===== src/hdl/cvdf_pkg.sv =====
package cvdf_pkg;

    localparam int WINDOW_DEPTH = 8;
    localparam int MIN_SAMPLES  = 3;
    localparam int MIN_CLUSTER  = 3;

    localparam int IDX_W     = $clog2(WINDOW_DEPTH);
    localparam int FILL_W    = $clog2(WINDOW_DEPTH + 1);
    localparam int DIST_W    = 16;
    localparam int LIM_W     = 24;
    localparam int SIZE_W    = 6;
    localparam int STAT_W    = 3;
    localparam int CFG_IDX_W = 3;
    localparam int CFG_W     = 16;
    localparam int OUT_W     = 64;

    localparam logic [CFG_IDX_W-1:0] REG_CLUSTER_TOL_RATIO = 3'd0;
    localparam logic [CFG_IDX_W-1:0] REG_CLUSTER_TOL_BASE  = 3'd1;
    localparam logic [CFG_IDX_W-1:0] REG_JUMP_THRESH_RATIO = 3'd2;
    localparam logic [CFG_IDX_W-1:0] REG_JUMP_THRESH_MIN   = 3'd3;
    localparam logic [CFG_IDX_W-1:0] REG_JUMP_TOL_RATIO    = 3'd4;
    localparam logic [CFG_IDX_W-1:0] REG_JUMP_TOL_BASE     = 3'd5;
    localparam logic [CFG_IDX_W-1:0] REG_SMOOTHING_ALPHA   = 3'd6;
    localparam logic [CFG_IDX_W-1:0] REG_CONFIRM_COUNT     = 3'd7;

    typedef enum logic [STAT_W-1:0] {
        STAT_WARMUP      = 3'd0,
        STAT_NO_CLUSTER  = 3'd1,
        STAT_INIT        = 3'd2,
        STAT_OK          = 3'd3,
        STAT_HOLD_JUMP   = 3'd4,
        STAT_ACCEPT_JUMP = 3'd5
    } status_t;

    typedef enum logic [2:0] {
        T_IDLE, T_INS, T_SRCH, T_MUL, T_DEC, T_COPY, T_OUT
    } top_state_t;

    typedef enum logic [2:0] {
        S_IDLE, S_CRD, S_CLIM, S_CNT, S_RANK, S_EVAL, S_DONE
    } srch_state_t;

    typedef struct packed {
        logic              start;
        logic [FILL_W-1:0] fill;
        logic [IDX_W-1:0]  head;
        logic              stable_valid;
        logic [DIST_W-1:0] stable;
        logic [7:0]        tol_ratio;
        logic [DIST_W-1:0] tol_base;
    } srch_ctl_t;

    typedef struct packed {
        logic              done;
        logic [FILL_W-1:0] cnt;
        logic [DIST_W-1:0] center;
        logic [DIST_W-1:0] spread;
        logic [DIST_W-1:0] ctr;
        logic [LIM_W-1:0]  lim;
    } srch_res_t;

    function automatic logic [IDX_W-1:0] phys_idx(input logic [IDX_W-1:0] head,
                                                  input logic [FILL_W-1:0] idx);
        logic [FILL_W:0] s;
        s = (FILL_W+1)'(head) + (FILL_W+1)'(idx);
        if (s >= (FILL_W+1)'(WINDOW_DEPTH)) begin
            s = s - (FILL_W+1)'(WINDOW_DEPTH);
        end
        return s[IDX_W-1:0];
    endfunction

    function automatic logic [DIST_W-1:0] absdiff(input logic [DIST_W-1:0] a,
                                                  input logic [DIST_W-1:0] b);
        return (a > b) ? (a - b) : (b - a);
    endfunction

    // max(base*256, x*ratio)
    function automatic logic [LIM_W-1:0] lim_max(input logic [LIM_W-1:0] prod,
                                                 input logic [DIST_W-1:0] base);
        logic [LIM_W-1:0] b;
        b = {base, 8'h00};
        return (b > prod) ? b : prod;
    endfunction

    function automatic logic tol_ok(input logic [DIST_W-1:0] a,
                                    input logic [DIST_W-1:0] b,
                                    input logic [LIM_W-1:0] lim);
        return {absdiff(a, b), 8'h00} <= lim;
    endfunction

endpackage


===== src/hdl/cvdf_ram.sv =====
module cvdf_ram #(
    parameter int WIDTH = 16,
    parameter int DEPTH = 8
) (
    input  logic                     aclk,
    input  logic                     we,
    input  logic [$clog2(DEPTH)-1:0] waddr,
    input  logic [WIDTH-1:0]         wdata,
    input  logic [$clog2(DEPTH)-1:0] raddr_a,
    output logic [WIDTH-1:0]         rdata_a,
    input  logic [$clog2(DEPTH)-1:0] raddr_b,
    output logic [WIDTH-1:0]         rdata_b
);

    logic [WIDTH-1:0] mem [DEPTH];

    always_ff @(posedge aclk) begin
        if (we) begin
            mem[waddr] <= wdata;
        end
        rdata_a <= mem[raddr_a];
        rdata_b <= mem[raddr_b];
    end

endmodule


===== src/hdl/cvdf_search.sv =====
module cvdf_search import cvdf_pkg::*; (
    input  logic              aclk,
    input  logic              aresetn,
    input  srch_ctl_t         ctl,
    input  logic [DIST_W-1:0] rd_a,
    input  logic [DIST_W-1:0] rd_b,
    output logic [IDX_W-1:0]  raddr_a,
    output logic [IDX_W-1:0]  raddr_b,
    output srch_res_t         res
);

    srch_state_t state_reg, state_next;

    logic [FILL_W-1:0] c_reg, j_reg, v_reg;
    logic              p_valid_reg, p_last_reg, p_final_reg;
    logic [DIST_W-1:0] ctr_reg;
    logic [LIM_W-1:0]  lim_reg;
    logic [FILL_W-1:0] cnt_reg, lt_reg, le_reg;
    logic [DIST_W-1:0] lo_reg, hi_reg, med_lo_reg, med_hi_reg;
    logic [FILL_W-1:0] win_cnt_reg;
    logic [DIST_W-1:0] win_center_reg, win_spread_reg, win_ctr_reg, best_ref_reg;
    logic [LIM_W-1:0]  win_lim_reg;
    logic              have_reg;

    logic [FILL_W-1:0] fill_m1, k, km1, lt_tot, le_tot;
    logic              issue, mem_a, mem_b;
    logic [DIST_W:0]   med_sum;
    logic [DIST_W-1:0] med, spread, ref_d;
    logic              take;

    assign fill_m1 = ctl.fill - FILL_W'(1);
    assign k       = cnt_reg >> 1;
    assign km1     = k - FILL_W'(1);
    assign mem_a   = tol_ok(rd_a, ctr_reg, lim_reg);
    assign mem_b   = tol_ok(rd_b, ctr_reg, lim_reg);
    assign lt_tot  = lt_reg + FILL_W'(mem_b && (rd_b < rd_a));
    assign le_tot  = le_reg + FILL_W'(mem_b && (rd_b <= rd_a));

    assign med_sum = (DIST_W+1)'(med_lo_reg) + (DIST_W+1)'(med_hi_reg);
    assign med     = cnt_reg[0] ? med_hi_reg : med_sum[DIST_W:1];
    assign spread  = hi_reg - lo_reg;
    assign ref_d   = ctl.stable_valid ? absdiff(med, ctl.stable) : '0;

    always_comb begin
        take = 1'b0;
        if (cnt_reg > win_cnt_reg) begin
            take = 1'b1;
        end else if (cnt_reg == win_cnt_reg) begin
            priority if (!have_reg) begin
                take = 1'b1;
            end else if (spread < win_spread_reg) begin
                take = 1'b1;
            end else if (spread == win_spread_reg && ref_d < best_ref_reg) begin
                take = 1'b1;
            end
        end
    end

    always_comb begin
        state_next = state_reg;
        unique case (state_reg)
            S_IDLE: if (ctl.start) state_next = S_CRD;
            S_CRD:  state_next = S_CLIM;
            S_CLIM: state_next = S_CNT;
            S_CNT:  if (p_valid_reg && p_last_reg) state_next = S_RANK;
            S_RANK: if (p_valid_reg && p_final_reg) state_next = S_EVAL;
            S_EVAL: state_next = (c_reg == fill_m1) ? S_DONE : S_CRD;
            S_DONE: state_next = S_IDLE;
            default: state_next = S_IDLE;
        endcase
    end

    always_comb begin
        issue   = 1'b0;
        raddr_a = phys_idx(ctl.head, j_reg);
        raddr_b = phys_idx(ctl.head, v_reg);
        unique case (state_reg)
            S_CRD:   raddr_a = phys_idx(ctl.head, c_reg);
            S_CNT:   issue = (v_reg < ctl.fill);
            S_RANK:  issue = (j_reg < ctl.fill);
            default: issue = 1'b0;
        endcase
        res.done   = (state_reg == S_DONE);
        res.cnt    = win_cnt_reg;
        res.center = win_center_reg;
        res.spread = win_spread_reg;
        res.ctr    = win_ctr_reg;
        res.lim    = win_lim_reg;
    end

    always_ff @(posedge aclk) begin
        if (!aresetn) begin
            state_reg   <= S_IDLE;
            p_valid_reg <= 1'b0;
        end else begin
            state_reg   <= state_next;
            p_valid_reg <= issue;
        end
    end

    always_ff @(posedge aclk) begin
        p_last_reg  <= (v_reg == fill_m1);
        p_final_reg <= (v_reg == fill_m1) && (j_reg == fill_m1);
        unique case (state_reg)
            S_IDLE: begin
                // winner stays readable after the sweep until the next start
                if (ctl.start) begin
                    c_reg       <= '0;
                    win_cnt_reg <= '0;
                    have_reg    <= 1'b0;
                end
            end
            S_CLIM: begin
                ctr_reg <= rd_a;
                lim_reg <= lim_max(LIM_W'(rd_a) * LIM_W'(ctl.tol_ratio), ctl.tol_base);
                v_reg   <= '0;
                cnt_reg <= '0;
                lo_reg  <= '1;
                hi_reg  <= '0;
            end
            S_CNT: begin
                if (issue) v_reg <= v_reg + FILL_W'(1);
                if (p_valid_reg && mem_b) begin
                    cnt_reg <= cnt_reg + FILL_W'(1);
                    if (rd_b < lo_reg) lo_reg <= rd_b;
                    if (rd_b > hi_reg) hi_reg <= rd_b;
                end
                if (p_valid_reg && p_last_reg) begin
                    j_reg  <= '0;
                    v_reg  <= '0;
                    lt_reg <= '0;
                    le_reg <= '0;
                end
            end
            S_RANK: begin
                if (issue) begin
                    if (v_reg == fill_m1) begin
                        v_reg <= '0;
                        j_reg <= j_reg + FILL_W'(1);
                    end else begin
                        v_reg <= v_reg + FILL_W'(1);
                    end
                end
                if (p_valid_reg) begin
                    if (p_last_reg) begin
                        lt_reg <= '0;
                        le_reg <= '0;
                        if (mem_a) begin
                            if (lt_tot <= k && k < le_tot) med_hi_reg <= rd_a;
                            if (lt_tot <= km1 && km1 < le_tot) med_lo_reg <= rd_a;
                        end
                    end else begin
                        lt_reg <= lt_tot;
                        le_reg <= le_tot;
                    end
                end
            end
            S_EVAL: begin
                c_reg <= c_reg + FILL_W'(1);
                if (take) begin
                    win_cnt_reg    <= cnt_reg;
                    win_center_reg <= med;
                    win_spread_reg <= spread;
                    win_ctr_reg    <= ctr_reg;
                    win_lim_reg    <= lim_reg;
                    best_ref_reg   <= ref_d;
                    have_reg       <= 1'b1;
                end
            end
            default: ;
        endcase
    end

endmodule


===== src/hdl/cluster_vote_distance_filter_unit.sv =====
// Cluster-vote distance filter for ultrasonic range samples (1/16 cm units).
// Input channel s_*: one transaction per sample; s_tuser is the command
// (0 process sample, 1 clear all filter state), s_tdata the raw distance.
// Result channel m_*: exactly one result transaction per input transaction,
// m_tuser = status code, m_tdata = packed filter and cluster fields.
// Config channel cfg_*: register index + data, always ready; write only
// while the block is idle.
// A clear and a warmup sample skip the search. A full search sweeps every
// window entry as a center over the dual-read window RAM, and an accepted
// jump then rewrites the window with the cluster members.
// One item is in work at a time; s_tready is high only while idle.
// The result sits in an output register: a new sample is accepted while it
// waits, and a finished result holds until m_tready takes the old one.
// Reset (aresetn low, synchronous) clears the history, the stable value, the
// jump candidate and reloads default register values. Window RAM contents
// are not cleared; only entries below the fill count are ever read.
module cluster_vote_distance_filter_unit import cvdf_pkg::*; (
    input  logic                 aclk,
    input  logic                 aresetn,
    input  logic                 s_tvalid,
    output logic                 s_tready,
    input  logic [DIST_W-1:0]    s_tdata,   // [15:0] sample_distance
    input  logic                 s_tuser,   // [0] command
    output logic                 m_tvalid,
    input  logic                 m_tready,
    // [0] output_valid, [16:1] output_distance, [17] cluster_valid,
    // [33:18] cluster_center, [39:34] cluster_size, [40] spread_valid,
    // [56:41] cluster_spread, [63:57] zero
    output logic [OUT_W-1:0]     m_tdata,
    output logic [STAT_W-1:0]    m_tuser,   // [2:0] status
    input  logic                 cfg_valid,
    output logic                 cfg_ready,
    input  logic [CFG_IDX_W-1:0] cfg_index,
    input  logic [CFG_W-1:0]     cfg_data
);

    top_state_t state_reg, state_next;

    // configuration registers
    logic [7:0]        ctol_ratio_reg, jthr_ratio_reg, jtol_ratio_reg;
    logic [DIST_W-1:0] ctol_base_reg, jthr_min_reg, jtol_base_reg;
    logic [8:0]        alpha_reg;
    logic [3:0]        confirm_reg;

    // filter state
    logic [FILL_W-1:0] fill_reg;
    logic [IDX_W-1:0]  head_reg;
    logic              stable_valid_reg, cand_valid_reg;
    logic [DIST_W-1:0] stable_reg, cand_reg;
    logic [3:0]        hits_reg;

    // per-transaction working registers
    logic [DIST_W-1:0] sample_reg;
    status_t           res_status_reg;
    logic              res_cv_reg, res_sv_reg;
    logic [DIST_W-1:0] res_cc_reg, res_sp_reg;
    logic [SIZE_W-1:0] res_cs_reg;
    logic [LIM_W-1:0]  p_jump_reg, p_cand_reg;
    logic [LIM_W:0]    p_ema_a_reg, p_ema_b_reg;
    logic [FILL_W-1:0] cv_reg, w_reg;
    logic              cp_valid_reg, cp_last_reg;

    logic              m_valid_reg;
    logic [OUT_W-1:0]  m_data_reg;
    logic [STAT_W-1:0] m_user_reg;

    // RAM and search engine hookup
    logic              ram_we;
    logic [IDX_W-1:0]  ram_waddr, ram_raddr_a, srch_raddr_a, srch_raddr_b;
    logic [DIST_W-1:0] ram_wdata, rd_a, rd_b;
    srch_ctl_t         sctl;
    srch_res_t         sres;

    // insert and decision logic
    logic [FILL_W-1:0] nf;
    logic              full, accept, out_free, copy_issue, cp_member;
    logic [8:0]        alpha_eff;
    logic              near, cand_ok, confirm, go_copy;
    logic [3:0]        new_hits;
    logic [DIST_W-1:0] new_cand, ema;
    logic [LIM_W+1:0]  ema_sum;
    logic [DIST_W:0]   avg_sum;

    assign full       = (fill_reg == FILL_W'(WINDOW_DEPTH));
    assign nf         = full ? fill_reg : fill_reg + FILL_W'(1);
    assign accept     = s_tvalid && s_tready;
    assign out_free   = !m_valid_reg || m_tready;
    assign copy_issue = (state_reg == T_COPY) && (cv_reg < fill_reg);
    assign cp_member  = tol_ok(rd_a, sres.ctr, sres.lim);
    assign alpha_eff  = (alpha_reg > 9'd256) ? 9'd256 : alpha_reg;

    assign ema_sum = (LIM_W+2)'(p_ema_a_reg) + (LIM_W+2)'(p_ema_b_reg) + (LIM_W+2)'(128);
    assign ema     = ema_sum[DIST_W+7:8];
    assign avg_sum = (DIST_W+1)'(cand_reg) + (DIST_W+1)'(sres.center);

    // jump decision from the winning cluster
    always_comb begin
        near    = tol_ok(sres.center, stable_reg, lim_max(p_jump_reg, jthr_min_reg));
        cand_ok = tol_ok(sres.center, cand_reg, lim_max(p_cand_reg, jtol_base_reg));
        if (cand_ok) begin
            new_hits = (hits_reg == 4'd15) ? 4'd15 : hits_reg + 4'd1;
            new_cand = avg_sum[DIST_W:1];
        end else begin
            new_hits = 4'd1;
            new_cand = sres.center;
        end
        confirm = cand_valid_reg && (new_hits >= confirm_reg);
        go_copy = (int'(sres.cnt) >= MIN_CLUSTER) && stable_valid_reg && !near && confirm;
    end

    assign sctl.start        = (state_reg == T_INS) && (int'(nf) >= MIN_SAMPLES);
    assign sctl.fill         = fill_reg;
    assign sctl.head         = head_reg;
    assign sctl.stable_valid = stable_valid_reg;
    assign sctl.stable       = stable_reg;
    assign sctl.tol_ratio    = ctol_ratio_reg;
    assign sctl.tol_base     = ctol_base_reg;

    cvdf_ram #(
        .WIDTH (DIST_W),
        .DEPTH (WINDOW_DEPTH)
    ) u_window (
        .aclk    (aclk),
        .we      (ram_we),
        .waddr   (ram_waddr),
        .wdata   (ram_wdata),
        .raddr_a (ram_raddr_a),
        .rdata_a (rd_a),
        .raddr_b (srch_raddr_b),
        .rdata_b (rd_b)
    );

    cvdf_search u_search (
        .aclk    (aclk),
        .aresetn (aresetn),
        .ctl     (sctl),
        .rd_a    (rd_a),
        .rd_b    (rd_b),
        .raddr_a (srch_raddr_a),
        .raddr_b (srch_raddr_b),
        .res     (sres)
    );

    // next state
    always_comb begin
        state_next = state_reg;
        unique case (state_reg)
            T_IDLE: if (accept) state_next = s_tuser ? T_OUT : T_INS;
            T_INS:  state_next = (int'(nf) < MIN_SAMPLES) ? T_OUT : T_SRCH;
            T_SRCH: if (sres.done) state_next = T_MUL;
            T_MUL:  state_next = T_DEC;
            T_DEC:  state_next = go_copy ? T_COPY : T_OUT;
            T_COPY: if (cp_valid_reg && cp_last_reg) state_next = T_OUT;
            T_OUT:  if (out_free) state_next = T_IDLE;
            default: state_next = T_IDLE;
        endcase
    end

    // RAM port control
    always_comb begin
        s_tready    = (state_reg == T_IDLE);
        ram_we      = 1'b0;
        ram_waddr   = phys_idx(head_reg, w_reg);
        ram_wdata   = rd_a;
        ram_raddr_a = phys_idx(head_reg, cv_reg);
        unique case (state_reg)
            T_INS: begin
                ram_we    = 1'b1;
                ram_waddr = full ? head_reg : phys_idx(head_reg, fill_reg);
                ram_wdata = sample_reg;
            end
            T_SRCH:  ram_raddr_a = srch_raddr_a;
            T_COPY:  ram_we = cp_valid_reg && cp_member;
            default: ram_we = 1'b0;
        endcase
    end

    assign cfg_ready = 1'b1;
    assign m_tvalid  = m_valid_reg;
    assign m_tdata   = m_data_reg;
    assign m_tuser   = m_user_reg;

    always_ff @(posedge aclk) begin
        if (!aresetn) begin
            ctol_ratio_reg <= 8'd13;
            ctol_base_reg  <= 16'd32;
            jthr_ratio_reg <= 8'd38;
            jthr_min_reg   <= 16'd160;
            jtol_ratio_reg <= 8'd26;
            jtol_base_reg  <= 16'd80;
            alpha_reg      <= 9'd77;
            confirm_reg    <= 4'd3;
        end else if (cfg_valid) begin
            unique case (cfg_index)
                REG_CLUSTER_TOL_RATIO: ctol_ratio_reg <= cfg_data[7:0];
                REG_CLUSTER_TOL_BASE:  ctol_base_reg  <= cfg_data;
                REG_JUMP_THRESH_RATIO: jthr_ratio_reg <= cfg_data[7:0];
                REG_JUMP_THRESH_MIN:   jthr_min_reg   <= cfg_data;
                REG_JUMP_TOL_RATIO:    jtol_ratio_reg <= cfg_data[7:0];
                REG_JUMP_TOL_BASE:     jtol_base_reg  <= cfg_data;
                REG_SMOOTHING_ALPHA:   alpha_reg      <= cfg_data[8:0];
                REG_CONFIRM_COUNT:     confirm_reg    <= cfg_data[3:0];
                default: ;
            endcase
        end
    end

    // control state and filter state
    always_ff @(posedge aclk) begin
        if (!aresetn) begin
            state_reg        <= T_IDLE;
            fill_reg         <= '0;
            head_reg         <= '0;
            stable_valid_reg <= 1'b0;
            stable_reg       <= '0;
            cand_valid_reg   <= 1'b0;
            cand_reg         <= '0;
            hits_reg         <= '0;
            m_valid_reg      <= 1'b0;
            cp_valid_reg     <= 1'b0;
        end else begin
            state_reg    <= state_next;
            cp_valid_reg <= copy_issue;

            if (state_reg == T_OUT && out_free) begin
                m_valid_reg <= 1'b1;
            end else if (m_tready) begin
                m_valid_reg <= 1'b0;
            end

            unique case (state_reg)
                T_IDLE: begin
                    if (accept && s_tuser) begin
                        fill_reg         <= '0;
                        head_reg         <= '0;
                        stable_valid_reg <= 1'b0;
                        stable_reg       <= '0;
                        cand_valid_reg   <= 1'b0;
                        cand_reg         <= '0;
                        hits_reg         <= '0;
                    end
                end
                T_INS: begin
                    fill_reg <= nf;
                    if (full) head_reg <= phys_idx(head_reg, FILL_W'(1));
                end
                T_DEC: begin
                    if (int'(sres.cnt) < MIN_CLUSTER) begin
                        cand_valid_reg <= 1'b0;
                        cand_reg       <= '0;
                        hits_reg       <= '0;
                    end else if (!stable_valid_reg) begin
                        stable_valid_reg <= 1'b1;
                        stable_reg       <= sres.center;
                        cand_valid_reg   <= 1'b0;
                        cand_reg         <= '0;
                        hits_reg         <= '0;
                    end else if (near) begin
                        stable_reg     <= ema;
                        cand_valid_reg <= 1'b0;
                        cand_reg       <= '0;
                        hits_reg       <= '0;
                    end else if (!cand_valid_reg) begin
                        // first far cluster opens a candidate, never confirms
                        cand_valid_reg <= 1'b1;
                        cand_reg       <= sres.center;
                        hits_reg       <= 4'd1;
                    end else if (!confirm) begin
                        cand_reg <= new_cand;
                        hits_reg <= new_hits;
                    end else begin
                        stable_reg     <= new_cand;
                        cand_valid_reg <= 1'b0;
                        cand_reg       <= '0;
                        hits_reg       <= '0;
                    end
                end
                T_COPY: begin
                    if (cp_valid_reg && cp_last_reg) begin
                        fill_reg <= w_reg + FILL_W'(cp_member);
                    end
                end
                default: ;
            endcase
        end
    end

    // payload registers
    always_ff @(posedge aclk) begin
        cp_last_reg <= (cv_reg == fill_reg - FILL_W'(1));
        unique case (state_reg)
            T_IDLE: begin
                sample_reg     <= s_tdata;
                res_status_reg <= STAT_WARMUP;
                res_cv_reg     <= 1'b0;
                res_cc_reg     <= '0;
                res_cs_reg     <= '0;
                res_sv_reg     <= 1'b0;
                res_sp_reg     <= '0;
            end
            T_MUL: begin
                p_jump_reg  <= LIM_W'(stable_reg) * LIM_W'(jthr_ratio_reg);
                p_cand_reg  <= LIM_W'(cand_reg) * LIM_W'(jtol_ratio_reg);
                p_ema_a_reg <= (LIM_W+1)'(alpha_eff) * (LIM_W+1)'(sres.center);
                p_ema_b_reg <= (LIM_W+1)'(9'd256 - alpha_eff) * (LIM_W+1)'(stable_reg);
            end
            T_DEC: begin
                cv_reg     <= '0;
                w_reg      <= '0;
                res_cs_reg <= SIZE_W'(sres.cnt);
                res_sv_reg <= 1'b1;
                res_sp_reg <= sres.spread;
                if (int'(sres.cnt) < MIN_CLUSTER) begin
                    res_status_reg <= STAT_NO_CLUSTER;
                end else begin
                    res_cv_reg <= 1'b1;
                    res_cc_reg <= sres.center;
                    priority if (!stable_valid_reg) begin
                        res_status_reg <= STAT_INIT;
                    end else if (near) begin
                        res_status_reg <= STAT_OK;
                    end else if (confirm) begin
                        res_status_reg <= STAT_ACCEPT_JUMP;
                    end else begin
                        res_status_reg <= STAT_HOLD_JUMP;
                    end
                end
            end
            T_COPY: begin
                // compact winning members to the front of the window
                if (copy_issue) cv_reg <= cv_reg + FILL_W'(1);
                if (cp_valid_reg && cp_member) w_reg <= w_reg + FILL_W'(1);
            end
            T_OUT: begin
                if (out_free) begin
                    m_user_reg <= res_status_reg;
                    m_data_reg <= {7'b0, res_sp_reg, res_sv_reg, res_cs_reg,
                                   res_cc_reg, res_cv_reg, stable_reg, stable_valid_reg};
                end
            end
            default: ;
        endcase
    end

endmodule

===== config.mk =====
export PLATFORM = sky130hd
export DESIGN_NAME = cluster_vote_distance_filter_unit
export DESIGN_NICKNAME = d
export VERILOG_FILES = /design/src/hdl/cvdf_pkg.sv /design/src/hdl/cvdf_ram.sv /design/src/hdl/cvdf_search.sv /design/src/hdl/cluster_vote_distance_filter_unit.sv
export SDC_FILE = /design/constraint.sdc
export NUM_CORES = 2
export LEC_CHECK = 0
export BUFFER_PORTS_ARGS = -buffer_cell sky130_fd_sc_hd__buf_2
export CAP_MARGIN = 15
export CORE_ASPECT_RATIO = 0.7
export CORE_MARGIN = 2
export CORE_UTILIZATION = 35
export CTS_CLUSTER_SIZE = 30
export DETAILED_ROUTE_END_ITERATION = 12
export MAX_ROUTING_LAYER = met4
export PLACE_DENSITY_LB_ADDON = 0.2
export SYNTH_ARGS = -nofsm -noshare
export SYNTH_HDL_FRONTEND = slang
export SYNTH_SLANG_ARGS = --single-unit
export TNS_END_PERCENT = 10

===== constraint.sdc =====
create_clock -name aclk -period 14.24 [get_ports aclk]
set_input_delay 2.848 -clock aclk [delete_from_list [all_inputs] [get_ports aclk]]
set_output_delay 2.848 -clock aclk [all_outputs]
set_load 0.02 [all_outputs]

Word level (Yosys, flattened, before mapping) --
Memory sizes are Yosys's and may differ from the RTL's. A register that Yosys moved wholly into a read port is not among the register bits. Index checks and enable logic that the tools add are counted.
Cells by class: add/subtract/negate cells 45, muxes and demuxes 131, multiply operators 5, equality and inequality tests 49, reductions and logical operators 65, $lt $le $gt $ge 41
Operator list (number):
- 2-to-1 mux 16 bit | 26
- subtractor 16 bit | 13
- one-hot mux 16 bit (2 select lines) | 6
- <= comparator 24 bit | 5
- > comparator 16 bit | 7
- 2-to-1 mux 4 bit | 26
- 2-to-1 mux 3 bit | 26
- > comparator 24 bit | 3
- multiplier 16 x 8 -> 24 bit | 3
- 2-to-1 mux 24 bit | 3
- one-hot mux 4 bit (2 select lines) | 9
- less-than comparator 16 bit | 4
- adder 16 x 16 -> 17 bit | 2
- adder 4 x 1 -> 4 bit (second input constant) | 8
- AND reduction 2 bit | 16
- adder 3 x 4 -> 5 bit | 6
- equality test 3 bit (second input constant) | 10
- greater-or-equal comparator 5 x 4 -> 1 bit (second input constant) | 6
- AND reduction 3 bit | 9
- inequality test 2 x 1 -> 1 bit (second input constant) | 13
- adder 24 bit | 1
- adder 24 x 8 -> 24 bit (second input constant) | 1
- multiplier 10 x 17 -> 24 bit | 1
- multiplier 9 x 16 -> 24 bit | 1
- other kinds (42) | 131
Word-level totals: bits in writable memories 128, output and inout bits 70, input port bits 41, memories 1, register bits 586, word-level logic and storage cells 395
Memory list:
- u_window.mem | depth 8, bits a word 16, rd ports 2, clocked after Yosys merged registers in 2, write ports 1, RTL line cvdf_ram.sv:15 | logic [WIDTH-1:0] mem [DEPTH];

Longest topological paths before layout --
depth in word-level cells 14, gate-level depth with buffers 36, gate-level depth less buffers 31

Hierarchy --
Synthesis repeated with hierarchy kept, for this count alone.
Second synthesis, totals: cells, all modules 6843, area, all modules 67208.2 µm²
By module, submodules not included:
- cluster_vote_distance_filter_unit | instances 1, area each 38792.2 µm², sequential area each 9298.9 µm², cells an instance 4318
- cvdf_search | instances 1, area each 21730.8 µm², sequential area each 6756.5 µm², cells an instance 2238
- cvdf_ram | instances 1, area each 6685.2 µm², sequential area each 4484.3 µm², cells an instance 287

Worst setup path before layout --
OpenSTA, ideal clock, no wires.
path kind register -> register, start point reg u_search.med_hi_reg[1], end point reg u_search.best_ref_reg[0], enable pin, clock period less this slack 12767 ps, arrival time 12108 ps, path buffers 0, cell stages (with the launch flop) 29, data required time 13582 ps, slack 1473 ps, library setup time 658 ps, cell sequence edfxtp_1 -> inv_1 -> fa_1 -> nor2b_1 -> o21ai_0 -> a21boi_0 -> o21ai_0 -> a21oi_1 -> a311oi_1 -> o41a_1 -> xnor2_1 -> mux2_2 -> ha_1 -> and4_1 -> nand3_1 -> a211oi_1 -> o31ai_4 -> a21oi_1 -> mux2_2 -> a221oi_1 -> xnor2_1 -> nor2_1 -> ha_1 -> nor2b_1 -> o21ai_0 -> nand3_1 -> a211oi_1 -> nand3b_1 -> o21ai_0
On the way: longest elaborated chain between the ends 13, elaborated cells between the ends (all ways) 15, classes of those cells add/sub (3); order compare (2); mux (8); reduce/logical (2)
RTL lines:
- start: declaration | RTL line cvdf_search.sv:19 | logic [DIST_W-1:0] lo_reg, hi_reg, med_lo_reg, med_hi_reg;
- start signal: assignment | RTL line cvdf_search.sv:149 | if (lt_tot <= k && k < le_tot) med_hi_reg <= rd_a;
- adder 16 x 16 -> 17 bit * | RTL line cvdf_search.sv:39 | assign med_sum = (DIST_W+1)'(med_lo_reg) + (DIST_W+1)'(med_hi_reg);
- 2-to-1 mux 16 bit * | RTL line cvdf_search.sv:40 | assign med = cnt_reg[0] ? med_hi_reg : med_sum[DIST_W:1];
- net u_search.med[13] | RTL line cvdf_search.sv:28 | logic [DIST_W-1:0] med, spread, ref_d;
- subtractor 16 bit / > comparator 16 bit (equally long branches) | RTL line cvdf_pkg.sv:74 | return (a > b) ? (a - b) : (b - a);
- 2-to-1 mux 16 bit * | RTL line cvdf_pkg.sv:74
- 2-to-1 mux 16 bit * | RTL line cvdf_search.sv:42 | assign ref_d = ctl.stable_valid ? absdiff(med, ctl.stable) : '0;
- net u_search.ref_d[14] | RTL line cvdf_search.sv:28
- less-than comparator 16 bit * | RTL line cvdf_search.sv:53 | end else if (spread == win_spread_reg && ref_d < best_ref_reg) begin
- logical AND 1 bit * | RTL line cvdf_search.sv:53
- 2-to-1 mux 1 bit * | RTL line cvdf_search.sv:53
- 2-to-1 mux 1 bit * | RTL line cvdf_search.sv:51 | end else if (spread < win_spread_reg) begin
- 2-to-1 mux 1 bit * | RTL line cvdf_search.sv:49 | priority if (!have_reg) begin
- 2-to-1 mux 1 bit * | RTL line cvdf_search.sv:48 | end else if (cnt_reg == win_cnt_reg) begin
- 2-to-1 mux 1 bit * | RTL line cvdf_search.sv:46 | if (cnt_reg > win_cnt_reg) begin
- AND reduction 2 bit (no source line) *
- end signal: assignment | RTL line cvdf_search.sv:166 | best_ref_reg <= ref_d;
- end: declaration | RTL line cvdf_search.sv:21 | logic [DIST_W-1:0] win_center_reg, win_spread_reg, win_ctr_reg, best_ref_reg;
The timed path passes the listed nets; every way through them passes the cells marked *. A chain may end at the register's enable or synchronous reset.

Worst setup path after layout --
start point reg u_search.med_hi_reg[1], end point reg u_search.win_ctr_reg[10], enable pin
On the way: longest elaborated chain between the ends 13, elaborated cells between the ends (all ways) 15, classes of those cells add/sub (3); order compare (2); mux (8); reduce/logical (2)
RTL lines:
- adder 16 x 16 -> 17 bit * | RTL line cvdf_search.sv:39
- 2-to-1 mux 16 bit * | RTL line cvdf_search.sv:40
- net u_search.med[13] | RTL line cvdf_search.sv:28
- subtractor 16 bit / > comparator 16 bit (equally long branches) | RTL line cvdf_pkg.sv:74
- 2-to-1 mux 16 bit * | RTL line cvdf_pkg.sv:74
- 2-to-1 mux 16 bit * | RTL line cvdf_search.sv:42
- net u_search.ref_d[13] | RTL line cvdf_search.sv:28
- less-than comparator 16 bit * | RTL line cvdf_search.sv:53
- logical AND 1 bit * | RTL line cvdf_search.sv:53
- 2-to-1 mux 1 bit * | RTL line cvdf_search.sv:53
- 2-to-1 mux 1 bit * | RTL line cvdf_search.sv:51
- 2-to-1 mux 1 bit * | RTL line cvdf_search.sv:49
- 2-to-1 mux 1 bit * | RTL line cvdf_search.sv:48
- 2-to-1 mux 1 bit * | RTL line cvdf_search.sv:46
- AND reduction 2 bit (no source line) *
- end signal: assignment | RTL line cvdf_search.sv:164 | win_ctr_reg <= ctr_reg;
- end: declaration | RTL line cvdf_search.sv:21
Marks and branches as above.

==> impl_table.tex <==
\begin{tabular}{lr}
\hline
Metric & Value \\
\hline
\multicolumn{2}{l}{\textbf{Finish}} \\
Fraction of final layout cells with drive strength greater than 1 & 0.0779 \\
Net count of the finished layout & 8,155 \\
Largest Register & u\_window.mem \\
Final Instance Area & 73,100 um2 \\
Sequential cell area & 20,500 um2 \\
FILL cells & 18,500 \\
Multi-input logic area & 41,900 um2 \\
Max FFs per register & 128 \\
Synth-to-layout area growth & 9.66\% \\
\multicolumn{2}{l}{\textbf{Placement}} \\
Setup slack at placement & 5.15 ns \\
Placed inst area & 70,200 um2 \\
PortBufs & 100 \\
GP Congestion & 0.943 \\
Dpl hpwl & 165,000 um \\
\multicolumn{2}{l}{\textbf{Die}} \\
Die area & 194,000 um2 \\
\# IOs & 111 \\
Initial cell density of the core & 0.354 \\
Rows & 133 \\
Die extent in y & 369 um \\
Core area & 189,000 um2 \\
Die width & 526 um \\
\multicolumn{2}{l}{\textbf{Critical path}} \\
Critical path data required time & 14.56 ns \\
Classification of the worst setup path & register to register \\
Critical Path Source & u\_search.med\_hi\_reg[1]\$\_DFFE\_PP\_ \\
CP Capture Type & register \\
Crit start category & register \\
Reg2reg start & u\_search.med\_hi\_reg[1]\$\_DFFE\_PP\_ \\
Arr. time, crit path & 9.53 ns \\
FF-to-FF path depth & 30 \\
Register-to-register setup slack & 5.03 ns \\
FF-to-FF End & u\_search.win\_ctr\_reg[10]\$\_DFFE\_PP\_ \\
Max Fanout on Critical Path & 61 \\
Maximum single-stage delay on the critical path & 0.79 ns \\
CP max stage cell & buf\_4 \\
\multicolumn{2}{l}{\textbf{STA}} \\
Sum of negative setup slack & 0 ns \\
Number of hold-slack violations in the final timing report & 0 \\
Worst-Margin Slew & 1.18 ns \\
Worst path setup slack after routing & 5.03 ns \\
Number of endpoints failing setup at the final stage & 0 \\
Unrepaired setup endpoints after global routing & no \\
Slew HR & 0.209 \\
Final period util & 0.647 \\
Post-route minimum period & 9.21 ns \\
Max Fclk & 109 MHz \\
Max Clock Skew & 0.0450 ns \\
Max Slew Vio Count & 0 \\
\multicolumn{2}{l}{\textbf{Logic synthesis}} \\
Cell area after synthesis & 66,700 um2 \\
Sequential-to-total area share from yosys stat & 0.308 \\
\#FFs+latches synth & 742 \\
Share of synthesized registers carrying an async set or reset & 0 \\
Yosys synthesis warning count & 0 \\
Number of instances in the synthesized netlist & 6,814 \\
Number of library cell types mapped by synthesis & 95 \\
Number of enable-type register cells in the synthesized netlist & 568 \\
Syn Area/Cell & 9.79 um2 \\
Most used flip-flop cell after synthesis & edfxtp\_1 \\
\multicolumn{2}{l}{\textbf{Route}} \\
Number of optimization iterations in the first detailed-route pass & 6 \\
Via count & 50,100 \\
Average wire per cell in the routed design & 22.5 um \\
Per-cell via count in the routed design & 5.30 \\
Antenna viol nets, final & 0 \\
Post-route DRC & 0 \\
Routed Wire Length & 212,000 um \\
Number of DRC violations after detailed-routing iteration 0 & 4,661 \\
\multicolumn{2}{l}{\textbf{Worst hold path}} \\
Hold Crit Class & register to register \\
End point of the most critical hold path & m\_tdata[47]\$\_DFFE\_PP\_ \\
Launch instance of the worst min-delay path & res\_sp\_reg[6]\$\_SDFFCE\_PN0P\_ \\
Hold Crit Depth & 0 \\
\multicolumn{2}{l}{\textbf{Global route}} \\
Total Routing Usage GR & 0.223 \\
Antenna violations before repair & 19 \\
Total congestion overflow & 0 \\
Vias in the first global route & 48,300 \\
Global-route wire length before repair & 319,000 um \\
Largest net degree at the start of global routing & 66 \\
\multicolumn{2}{l}{\textbf{Pwr}} \\
Leak & 0.0318 uW \\
Power density of the placed cells & 169 nW/um2 \\
IR drop worst, VDD & 309 uV \\
\multicolumn{2}{l}{\textbf{CTS}} \\
Max clock buf depth & 3 \\
Inserted Clock Buffers & 86 \\
Post CTS Setup Buffer Count & 0 \\
Clock sinks & 742 \\
Buffer type at the clock tree root & clkbuf\_16 \\
Number of resized instances in the post-cts repair step & 0 \\
Clock latency of the later-clocked register in the worst-skew pair & 0.74 ns \\
Hold buffer count at cts & 0 \\
Clock tree from TritonCTS & built \\
Clock H-tree levels & 3 \\
CTS clk-pin slew, worst paths & 0.06 ns \\
\multicolumn{2}{l}{\textbf{Run}} \\
Max Cap Viol & 0 \\
\multicolumn{2}{l}{\textbf{Outcome}} \\
Run status & complete, no violations \\
\hline
\end{tabular}
==> metal layers <==
| layer | wire length (um) | vias to the layer above | global-route usage |
|---|---|---|---|
| met3 | 18300 | 217 | 0.0517 |
| li1 | - | 23300 | - |
| met2 | 81200 | 1701 | 0.290 |
| met1 | 110000 | 24900 | 0.349 |
| met5 | 0 | - | - |
| met4 | 3120 | 0 | 0.0344 |
==> worst max-delay path: cells and delay by family, from the launching register on <==
| family | cells | cell delay [ns] |
|---|---|---|
| AOI/OAI and AO/OA | 13 | 3.70 |
| and+or+nand+nor | 7 | 1.20 |
| adders and majority gates | 3 | 1.17 |
| buffers and inverters | 3 | 1.02 |
| muxes | 3 | 1.01 |
| DFF | 1 | 0.38 |
| xor gates and xnor gates | 1 | 0.16 |
==> cell usage after synthesis, types with 97 or more instances <==
cell type	instances	area [um2]
dfxtp_1	174	3480
nand2_1	811	3040
nor2_1	369	1390
edfxtp_1	568	17100
nor3_1	117	586
ha_1	776	9710
mux2i_1	97	971
xnor2_1	180	1580
inv_1	871	3270
a21o_1	185	1390
clkbuf_1	231	867
fa_1	480	9610
and2_1	273	1710
a21oi_1	398	1990
o21ai_0	210	1050
==> logic make-up (layout without fill, tap and decap cells) <==
logic type	after synthesis	after routing	synth area share
AO/OA/AOI/OAI	1170	1170	0.113
flip-flops	742	742	0.308
buffers and inverters	1157	1251	0.0667
AND/OR/NAND/NOR	1986	1986	0.139
multiplexers	227	227	0.0474
XOR/XNOR	274	274	0.0360
other	2	35	0.000113
adder cells (fa/ha/maj)	1256	1256	0.290
==> report_power, final <==
| part | switching [uW] | internal [uW] |
|---|---|---|
| Sequential | 130 | 2860 |
| Combinational | 4490 | 2640 |
| Clock | 1000 | 1250 |
| Total | 5620 | 6750 |
==> how the worst max path moves through the flow <==
stage | end | slack, ns | cells past startpoint
detailed placement | u_search.win_ctr_reg[13]$_DFFE_PP_ | 5.15 | 29
global placement | p_ema_b_reg[23]$_DFFE_PP_ | 5.11 | 25
CTS | u_search.win_ctr_reg[13]$_DFFE_PP_ | 5.06 | 30
global route | u_search.win_ctr_reg[13]$_DFFE_PP_ | 4.32 | 30
floorplan | u_search.best_ref_reg[0]$_DFFE_PP_ | 1.47 | 28
finish | u_search.win_ctr_reg[10]$_DFFE_PP_ | 5.03 | 30
==> through the flow <==
step	cells	total power [uW]	hold WS, ns	utilization
floorplan	6837	7740	0.400	-
global placement	9258	9970	0.403	0.372
detailed placement	9261	10000	0.405	0.372
CTS	9422	12400	0.418	0.387
global route	9436	13300	0.424	0.388
finish	9438	12400	0.416	0.388
==> placed cells by master (no fill, tap or decap), types with 34 or more instances in the layout <==
| cell | n |
|---|---|
| inv_1 | 871 |
| nand2_1 | 810 |
| ha_1 | 774 |
| edfxtp_1 | 568 |
| fa_1 | 480 |
| a21oi_1 | 396 |
| nor2_1 | 366 |
| and2_1 | 273 |
| o21ai_0 | 209 |
| a21o_1 | 185 |
| xnor2_1 | 178 |
| dfxtp_1 | 173 |
| nor3_1 | 115 |
| buf_4 | 111 |
| buf_2 | 101 |
| mux2i_1 | 97 |
| nand3_1 | 94 |
| xor2_1 | 94 |
| clkbuf_16 | 86 |
| nor2b_1 | 65 |
| mux2_2 | 65 |
| nand4_1 | 64 |
| mux4_2 | 64 |
| a211oi_1 | 49 |
| o21a_1 | 49 |
| nand2b_1 | 42 |
| and3_1 | 41 |
| o21bai_1 | 38 |
| or3_1 | 34 |
==> cell type report <==
type	instances	area share
Sequential cell	742	0.281
Timing Repair Buffer	217	0.0191
Clock inverter	52	0.00737
Antenna cell	10	0.000342
Clock buffer	109	0.0313
Inverter	873	0.0448
Tap cell	2497	0.0427
Multi-Input combinational cell	4938	0.573
Power figures use the tool's default switching activity.
